**src/sv/tbsr_pkg.sv**
```systemverilog
// Shared types and constants for the timed bit-bang serial receiver.
package tbsr_pkg;

  localparam int unsigned STAMP_W = 32;
  localparam int unsigned CFG_W   = 16;
  localparam int unsigned FRAME_W = 10;
  localparam int unsigned CNT_W   = 4;
  localparam int unsigned BYTE_W  = 8;
  localparam int unsigned IN_DATA_W = 40;  // level + stamp, padded to bytes

  localparam logic [CFG_W-1:0] MIN_GAP_RESET = 16'd62;
  localparam logic [CFG_W-1:0] TIMEOUT_RESET = 16'd1000;
  localparam logic [CNT_W-1:0] FRAME_BITS    = 4'd10;

  typedef enum logic [1:0] {
    CMD_DATA     = 2'd0,
    CMD_EE_DATA  = 2'd1,
    CMD_EE_CLOCK = 2'd2,
    CMD_UNUSED   = 2'd3
  } cmd_t;

  typedef enum logic [1:0] {
    ST_NONE      = 2'd0,
    ST_BYTE      = 2'd1,
    ST_BAD_START = 2'd2,
    ST_BAD_STOP  = 2'd3
  } status_t;

  typedef enum logic {
    REG_MIN_GAP = 1'b0,
    REG_TIMEOUT = 1'b1
  } reg_idx_t;

endpackage

```
**src/sv/timed_bitbang_serial_receiver.sv**
```systemverilog
// Top level: timed bit-bang serial receiver (8N1 frames from timed pin writes).
// An accepted input word's result goes to the result register, or to the skid register while that one is held.
// One word per cycle while the skid register is empty; the frame state update is combinational.
// A two-entry output stage (result register plus skid register) keeps input
// ready high while a finished result waits on the output side.
// Reset (rst, synchronous, active high) clears the frame state and output valids,
// and loads min_bit_gap = 62 and frame_timeout = 1000.
module timed_bitbang_serial_receiver
  import tbsr_pkg::*;
(
  input  logic                 clk,
  input  logic                 rst,
  // configuration write port
  input  logic                 cfg_we,
  input  logic                 cfg_index,
  input  logic [CFG_W-1:0]     cfg_data,
  // input words
  input  logic                 s_axis_tvalid,
  output logic                 s_axis_tready,
  input  logic [IN_DATA_W-1:0] s_axis_tdata,   // [0] level, [32:1] cycle_stamp, rest zero
  input  logic [1:0]           s_axis_tuser,   // [1:0] command
  // result words
  output logic                 m_axis_tvalid,
  input  logic                 m_axis_tready,
  output logic [BYTE_W-1:0]    m_axis_tdata,   // [7:0] rx_byte
  output logic [1:0]           m_axis_tuser    // [1:0] frame_status
);

  // configuration registers
  logic [CFG_W-1:0] min_bit_gap;
  logic [CFG_W-1:0] frame_timeout;

  always_ff @(posedge clk) begin
    if (rst) begin
      min_bit_gap   <= MIN_GAP_RESET;
      frame_timeout <= TIMEOUT_RESET;
    end else if (cfg_we) begin
      unique case (reg_idx_t'(cfg_index))
        REG_MIN_GAP: min_bit_gap   <= cfg_data;
        REG_TIMEOUT: frame_timeout <= cfg_data;
        default: ;
      endcase
    end
  end

  // frame state
  logic [STAMP_W-1:0] last_write_stamp, last_write_stamp_next;
  logic [FRAME_W-1:0] bit_shift, bit_shift_next;
  logic [CNT_W-1:0]   bit_count, bit_count_next;

  // output stage
  logic              out_valid, skid_valid;
  status_t           out_status, skid_status;
  logic [BYTE_W-1:0] out_byte, skid_byte;

  // unpack the input word
  logic               in_level;
  logic [STAMP_W-1:0] in_stamp;
  cmd_t               in_cmd;
  assign in_level = s_axis_tdata[0];
  assign in_stamp = s_axis_tdata[STAMP_W:1];
  assign in_cmd   = cmd_t'(s_axis_tuser);

  logic accept, drain;
  assign s_axis_tready = !skid_valid;
  assign accept        = s_axis_tvalid && s_axis_tready;
  assign drain         = out_valid && m_axis_tready;

  // Stamp sums are one bit wider so they never wrap.
  logic [STAMP_W:0]   timeout_lim, gap_lim;
  logic               acts, backward, timed_out, sample;
  logic [FRAME_W-1:0] shift_base, shifted;
  logic [CNT_W-1:0]   count_base, count_inc;
  status_t            new_status;
  logic [BYTE_W-1:0]  new_byte;

  always_comb begin
    timeout_lim = {1'b0, last_write_stamp} + {{(STAMP_W+1-CFG_W){1'b0}}, frame_timeout};
    gap_lim     = {1'b0, last_write_stamp} + {{(STAMP_W+1-CFG_W){1'b0}}, min_bit_gap};
    // idle-high writes on the data pin do nothing while no bits are held
    acts      = (in_cmd == CMD_DATA) && !(in_level && (bit_count == '0));
    backward  = in_stamp < last_write_stamp;
    timed_out = {1'b0, in_stamp} > timeout_lim;
    sample    = backward || ({1'b0, in_stamp} >= gap_lim);

    shift_base = (backward || timed_out) ? '0 : bit_shift;
    count_base = (backward || timed_out) ? '0 : bit_count;
    shifted    = {in_level, shift_base[FRAME_W-1:1]};
    count_inc  = count_base + CNT_W'(1);

    last_write_stamp_next = last_write_stamp;
    bit_shift_next        = bit_shift;
    bit_count_next        = bit_count;
    new_status            = ST_NONE;
    new_byte              = '0;

    if (acts) begin
      last_write_stamp_next = in_stamp;
      bit_shift_next        = shift_base;
      bit_count_next        = count_base;
      if (sample) begin
        if (count_inc == FRAME_BITS) begin
          // full frame: stop bit is checked before the start bit
          bit_shift_next = '0;
          bit_count_next = '0;
          priority if (!shifted[FRAME_W-1]) begin
            new_status = ST_BAD_STOP;
          end else if (shifted[0]) begin
            new_status = ST_BAD_START;
          end else begin
            new_status = ST_BYTE;
            new_byte   = shifted[BYTE_W:1];
          end
        end else begin
          bit_shift_next = shifted;
          bit_count_next = count_inc;
        end
      end
    end
  end

  always_ff @(posedge clk) begin
    if (rst) begin
      last_write_stamp <= '0;
      bit_shift        <= '0;
      bit_count        <= '0;
    end else if (accept) begin
      last_write_stamp <= last_write_stamp_next;
      bit_shift        <= bit_shift_next;
      bit_count        <= bit_count_next;
    end
  end

  // Result register with a skid entry behind it; words leave in order.
  always_ff @(posedge clk) begin
    if (rst) begin
      out_valid  <= 1'b0;
      skid_valid <= 1'b0;
    end else if (!out_valid || drain) begin
      if (skid_valid) begin
        out_valid  <= 1'b1;
        skid_valid <= accept;
      end else begin
        out_valid  <= accept;
        skid_valid <= 1'b0;
      end
    end else if (accept) begin
      skid_valid <= 1'b1;
    end
  end

  always_ff @(posedge clk) begin
    if (!out_valid || drain) begin
      if (skid_valid) begin
        out_status  <= skid_status;
        out_byte    <= skid_byte;
        skid_status <= new_status;
        skid_byte   <= new_byte;
      end else begin
        out_status <= new_status;
        out_byte   <= new_byte;
      end
    end else if (accept) begin
      skid_status <= new_status;
      skid_byte   <= new_byte;
    end
  end

  assign m_axis_tvalid = out_valid;
  assign m_axis_tdata  = out_byte;
  assign m_axis_tuser  = out_status;

endmodule

```
**config.mk**
```make
export PLATFORM = sky130hd
export DESIGN_NAME = timed_bitbang_serial_receiver
export DESIGN_NICKNAME = d
export VERILOG_FILES = /design/src/sv/tbsr_pkg.sv /design/src/sv/timed_bitbang_serial_receiver.sv
export SDC_FILE = /design/constraint.sdc
export NUM_CORES = 1
export LEC_CHECK = 0
export BUFFER_PORTS_ARGS = -buffer_cell sky130_fd_sc_hd__buf_4
export CAP_MARGIN = 20
export CORE_ASPECT_RATIO = 0.75
export CORE_MARGIN = 1
export CORE_UTILIZATION = 40
export DETAILED_ROUTE_END_ITERATION = 7
export SLEW_MARGIN = 25
export SYNTH_ARGS = -nofsm -noshare
export SYNTH_HDL_FRONTEND = slang
export SYNTH_SLANG_ARGS = --single-unit
```
**constraint.sdc**
```tcl
create_clock -name clk -period 11.9 [get_ports clk]
set_input_delay 0 -clock clk [delete_from_list [all_inputs] [get_ports clk]]
set_output_delay 0 -clock clk [all_outputs]
set_load 0.01 [all_outputs]
```
### After elaboration in Yosys (flattened, before gate mapping)

Index checks and enable logic that the tools add are counted.

* output and inout port bits: 12
* word-level logic and storage cells: 65
* register bits after elaboration: 99
* input port bits: 64

* magnitude comparators: 3
* add/subtract/negate cells: 3
* bitwise operators: 1
* reduce and logical (&&, ||, !) cells: 17
* multiplexer cells: 28
* equality and inequality tests: 2

Operator list (number)
* two-way mux 8 bit: 9
* adder 32 x 16 -> 33 bit: 2
* >= comparator 32 x 33 -> 1 bit: 1
* greater-than comparator 32 x 33 -> 1 bit: 1
* less-than comparator 32 bit: 1
* two-way mux 10 bit: 3
* two-way mux 2 bit: 9
* two-way mux 4 bit: 3
* AND reduction 2 bit: 4
* adder 4 x 1 -> 4 bit, second input constant: 1
* == test 4 bit, second input constant: 1
* logical AND 1 bit: 4
* zero test 4 bit: 1
* two-way mux 1 bit: 4
* zero test 1 bit: 3
* logical OR 1 bit: 3
* zero test 2 bit: 1
* inequality test 2 bit, second input constant: 1
* nonzero test 2 bit: 1
* NOT 1 bit: 1

### Logic depth before layout (Yosys ltp)

* depth in word-level cells: 11
* gate-level depth with buffers: 30
* mapped depth without buffers: 28

### Worst setup path before layout

OpenSTA, ideal clock, no wires.

* path type: reg2reg
* from: register last_write_stamp[0]
* to: register out_byte[0] (netlist: m_axis_tdata[0]) (data pin)
* cell stages (with the launch flop): 30
* data required time: 11.731 ns
* library setup time: 0.169 ns
* setup slack: 6.668 ns
* period minus slack after synthesis: 5.232 ns
* buffers on the path: 2
* data arrival time: 5.063 ns
* path through: dfxtp_1 -> ha_1 -> fa_1 -> a211oi_1 -> o211ai_1 -> a31oi_2 -> o21bai_1 -> a21oi_1 -> o21bai_1 -> a21oi_1 -> xor2_1 -> ha_1 -> a211oi_1 -> nor2_1 -> o41ai_1 -> nand4b_1 -> o211ai_1 -> buf_4 -> nand2_1 -> nor2_1 -> ha_1 -> nand2_1 -> a21oi_1 -> o21ai_0 -> o41ai_1 -> and2_1 -> nand2_1 -> nand4bb_1 -> buf_2 -> o31ai_1

* word-level cells in the longest chain between the ends: 10
* elaborated cells between the ends (all ways): 17
* classes of those cells: add/sub: 3; order compare: 3; eq/ne: 1; mux: 8; reduce/logical: 2

Ends and longest elaborated chain
* start: declaration: line timed_bitbang_serial_receiver.sv:47 `logic [STAMP_W-1:0] last_write_stamp, last_write_stamp_next;`
* start signal: assignment: line timed_bitbang_serial_receiver.sv:128 `last_write_stamp <= last_write_stamp_next;`
* adder 32 x 16 -> 33 bit: line timed_bitbang_serial_receiver.sv:78 `timeout_lim = {1'b0, last_write_stamp} + {{(STAMP_W+1-CFG_W){1'b0}}, frame_timeout};`
* greater-than comparator 32 x 33 -> 1 bit: line timed_bitbang_serial_receiver.sv:83 `timed_out = {1'b0, in_stamp} > timeout_lim;`
* logical OR 1 bit: line timed_bitbang_serial_receiver.sv:86, timed_bitbang_serial_receiver.sv:87
* two-way mux 4 bit / two-way mux 10 bit (equally long branches): line timed_bitbang_serial_receiver.sv:87, timed_bitbang_serial_receiver.sv:86
* adder 4 x 1 -> 4 bit / two-way mux 8 bit (equally long branches): line timed_bitbang_serial_receiver.sv:89, timed_bitbang_serial_receiver.sv:108
* == test 4 bit / two-way mux 8 bit (equally long branches): line timed_bitbang_serial_receiver.sv:102, timed_bitbang_serial_receiver.sv:106
* two-way mux 8 bit: line timed_bitbang_serial_receiver.sv:102 `if (count_inc == FRAME_BITS) begin`
* two-way mux 8 bit (*): line timed_bitbang_serial_receiver.sv:101 `if (sample) begin`
* two-way mux 8 bit (*): line timed_bitbang_serial_receiver.sv:97 `if (acts) begin`
* two-way mux 8 bit (*): line timed_bitbang_serial_receiver.sv:154 `if (skid_valid) begin`
* end signal: assignment: line timed_bitbang_serial_receiver.sv:156 `out_byte <= skid_byte;`
* end signal: assignment: line timed_bitbang_serial_receiver.sv:161 `out_byte <= new_byte;`
* end: declaration: line timed_bitbang_serial_receiver.sv:54 `logic [BYTE_W-1:0] out_byte, skid_byte;`

Mark *: on every way between the ends. The rest lies on a longest branch, timed or not. The select of a mux whose other input is x is not followed.
A chain may end at the register's enable or synchronous reset.

### Worst setup path in the final report

* from: register last_write_stamp[1]
* to: register out_byte[5] (netlist: m_axis_tdata[5]) (data pin)

The elaborated chain is that of the path after synthesis.

==> impl_metrics.env <==
export IMPL_drive_above_1_share_pct=9.77
export IMPL_vdd_drop_max_mv=0.0667
export IMPL_p_leak_nw=3.69
export IMPL_synth_most_common_cell="nand2_1"
export IMPL_drt_iter0_markers=541
export IMPL_min_path_type="primary input to register"
export IMPL_grt_pass1_wl_um=33200
export IMPL_place_inst=1272
export IMPL_globalplace_congestion=0.845
export IMPL_power_switching_mw=0.267
export IMPL_yosysWarnings=0
export IMPL_clock_sinks=99
export IMPL_reg2reg_to="m_axis_tdata[5]"
export IMPL_drt_total_wl_um=20900
export IMPL_status="complete, no violations"
export IMPL_nets=1275
export IMPL_clockBufferDepth=2
export IMPL_syn_to_final_growth_pct=19.3
export IMPL_cpMaxStageDelayCell="nand4bb_1"
export IMPL_grt_usage_pct=20.9
export IMPL_worstPathArrival_ns=7.48
export IMPL_design_area_um2=9420
export IMPL_crit_fanout=20
export IMPL_ys_async_sr_fraction_pct=0
export IMPL_power_density_nw_per_um2=90.6
export IMPL_max_stage_delay_ns=0.74
export IMPL_clkTransAtPathRegs_ns=0.09
export IMPL_final_hold_violation_count=0
export IMPL_grt_start_max_net_pins=63
export IMPL_maxCapViolCount=0
export IMPL_rr_worst_depth=28
export IMPL_design_portCount=76
export IMPL_internal_power_mw=0.587
export IMPL_synth_largest_area_cell="ha_1"
export IMPL_ys_types=66
export IMPL_grt_setup_unrepaired="false"
export IMPL_die_area_um2=20300
export IMPL_drt_wirelength_per_cell_um=15.6
export IMPL_skew_ns=0.0145
export IMPL_place_area_um2=8600
export IMPL_numCtsBuffers=9
export IMPL_fin_crit_sh_pct=61.5
export IMPL_die_h_um=124
export IMPL_htree_num_levels=3
export IMPL_cp_startpoint="last_write_stamp[1]"
export IMPL_yosysTopAreaCellShare_pct=20.4
export IMPL_max_freq_ghz=0.137
export IMPL_setup_tns_ns=0
export IMPL_cp_required_ns=12.07
export IMPL_n_fill_cell=1876
export IMPL_port_buffers=68
export IMPL_cts_tree="built"
export IMPL_dieWidth_um=164
export IMPL_synth_commonest_cells="nand2_1 (189), ha_1 (129), a21oi_1 (100)"
export IMPL_synth_seq_cells=99
export IMPL_r2r_slack_ns=4.59
export IMPL_fp_coreArea_um2=19300
export IMPL_worst_pin_slew_ns=0.874
export IMPL_p_sw_share_pct=31.3
export IMPL_synth_area_top_cells="ha_1 (20%), dfxtp_1 (20%), nand2_1 (9.0%)"
export IMPL_start_util_pct=40.9
export IMPL_detail_route_vias_per_cell=5.32
export IMPL_end_kind="register"
export IMPL_drtPass1Iterations=5
export IMPL_hpwlAfterDp_um=15400
export IMPL_min_period_ns=7.31
export IMPL_ys_seq_area_share_pct=27.6
export IMPL_grt_pass1_vias=6445
export IMPL_worstSetupEndpoint="m_axis_tdata[5]"
export IMPL_whs_ns=0.140
export IMPL_comb_power_share_pct=21.0
export IMPL_cts_resized_gates=0
export IMPL_root_buffer="clkbuf_16"
export IMPL_ant_nets=0
export IMPL_post_route_drc_count=0
export IMPL_pwr_share_clk_pct=36.5
export IMPL_worstSkewPairLatency_ns=0.36
export IMPL_crit_type="register to register"
export IMPL_drv_slew=0
export IMPL_worstReg2RegStart="last_write_stamp[1]"
export IMPL_antenna_cells=0
export IMPL_slew_headroom_pct=41.6
export IMPL_setup_viol=0
export IMPL_antenna_found_initial=0
export IMPL_stdcell_count=1338
export IMPL_seqPwrFrac_pct=42.5
export IMPL_start_kind="register"
export IMPL_ys_flop_type="dfxtp_1"
export IMPL_rows=44
export IMPL_synth_edf_count=20
export IMPL_overflow=0
export IMPL_synthCells=983
export IMPL_vias=7122
export IMPL_syn_avg_cell_area_um2=8.03
export IMPL_netlist_area_um2=7900
export IMPL_syn_nets=1178
[routing by layer]
metal / wire length (um) / share of wire, % / vias up / track usage, %
met5: 0 / 0 / - / 0
met4: 144 / 0.69 / 0 / 3.82
met3: 784 / 3.7 / 12 / 2.63
met2: 8950 / 43 / 131 / 33.0
met1: 11100 / 53 / 3284 / 30.5
li1: - / - / 3695 / -
[how the worst min path moves through the flow]
stage / start / to / slack [ns] / cells past startpoint
6_report: cfg_index / min_bit_gap[0] / 0.14 / 5
3_3_place_gp: cfg_data[5] / min_bit_gap[5] / 0.22 / 3
3_5_place_dp: cfg_data[8] / frame_timeout[8] / 0.23 / 3
2_1_floorplan: cfg_data[1] / min_bit_gap[1] / 0.12 / 2
5_1_grt: cfg_index / min_bit_gap[13] / 0.14 / 5
4_1_cts: cfg_index / min_bit_gap[0] / 0.12 / 5
[area by class of cell]
cell class	count	area [um2]	share of cell area (%)
Multi-Input combinational cell	790	5340	56.7
Timing Repair Buffer	123	1050	11.1
Clock buffer	9	225	2.39
Clock inverter	7	91.3	0.970
Sequential cell	99	2180	23.2
Inverter	57	214	2.27
Tap cell	253	317	3.36
[flip-flops by register name, summed over array words and instances, names as in the netlist]
signal	flops
bit_count	4
bit_shift	9
frame_timeout	16
last_write_stamp	32
m_axis_tdata	8
m_axis_tuser	2
m_axis_tvalid	1
min_bit_gap	16
skid_byte	8
skid_status	2
skid_valid	1
[critical path: cells and delay by family (launching register included)]
| family | cells | cell delay [ns] |
|---|---|---|
| fa+ha+maj | 3 | 0.87 |
| simple gates | 11 | 2.47 |
| flops | 1 | 0.48 |
| buf+inv | 1 | 0.23 |
| compound gates | 11 | 2.77 |
| mux | 1 | 0.13 |
| xor+xnor | 1 | 0.17 |
[placed cells by master (no fill, tap or decap), drive strengths merged, types with 36 or more instances in the layout]
master       netlist  layout
a21oi            101     101
dlygate4sd3        0      50
nand3             37      37
dfxtp             79      79
ha               129     129
buf               12      73
nor2              53      53
xnor2             43      43
nand2            189     189
o21ai             36      36
inv               57      60
[power by group through the flow]
stage               sequential, mW  clock, mW  combinational [mW]
CTS                          0.363      0.320               0.179
finish                       0.363      0.312               0.179
detailed placement           0.371          0               0.164
global placement             0.370          0               0.162
global route                 0.364      0.332               0.201
floorplan                    0.367          0               0.110
[cells by family (layout without fill, tap and decap cells)]
kind of cell	count (synthesis)	count (layout)	share of synthesized area (%)
and+or+nand+nor	359	359	20.3
AOI/OAI and AO/OA	241	241	19.8
adders and majority gates	131	131	21.0
DFF	99	99	27.6
buffers and inverters	94	196	4.74
xor gates and xnor gates	58	58	6.43
muxes	1	1	0.127
[metrics by stage]
| stage | total power [mW] | utilization, % | setup slack (ns) |
|---|---|---|---|
| 2_1_floorplan | 0.477 | - | 6.67 |
| 3_3_place_gp | 0.533 | 44.5 | 4.76 |
| 3_5_place_dp | 0.535 | 44.5 | 4.68 |
| 4_1_cts | 0.862 | 48.7 | 4.61 |
| 5_1_grt | 0.898 | 48.7 | 3.96 |
| 6_report | 0.854 | 48.7 | 4.59 |
[what timing repair did]
| item | in CTS | in global routing |
|---|---|---|
| endpoints found under the hold margin | 68 | 0 |
| hold buffers | 50 | 0 |
| buffers inserted | 0 | 0 |
No activity file was read; power rests on OpenSTA's default activity.
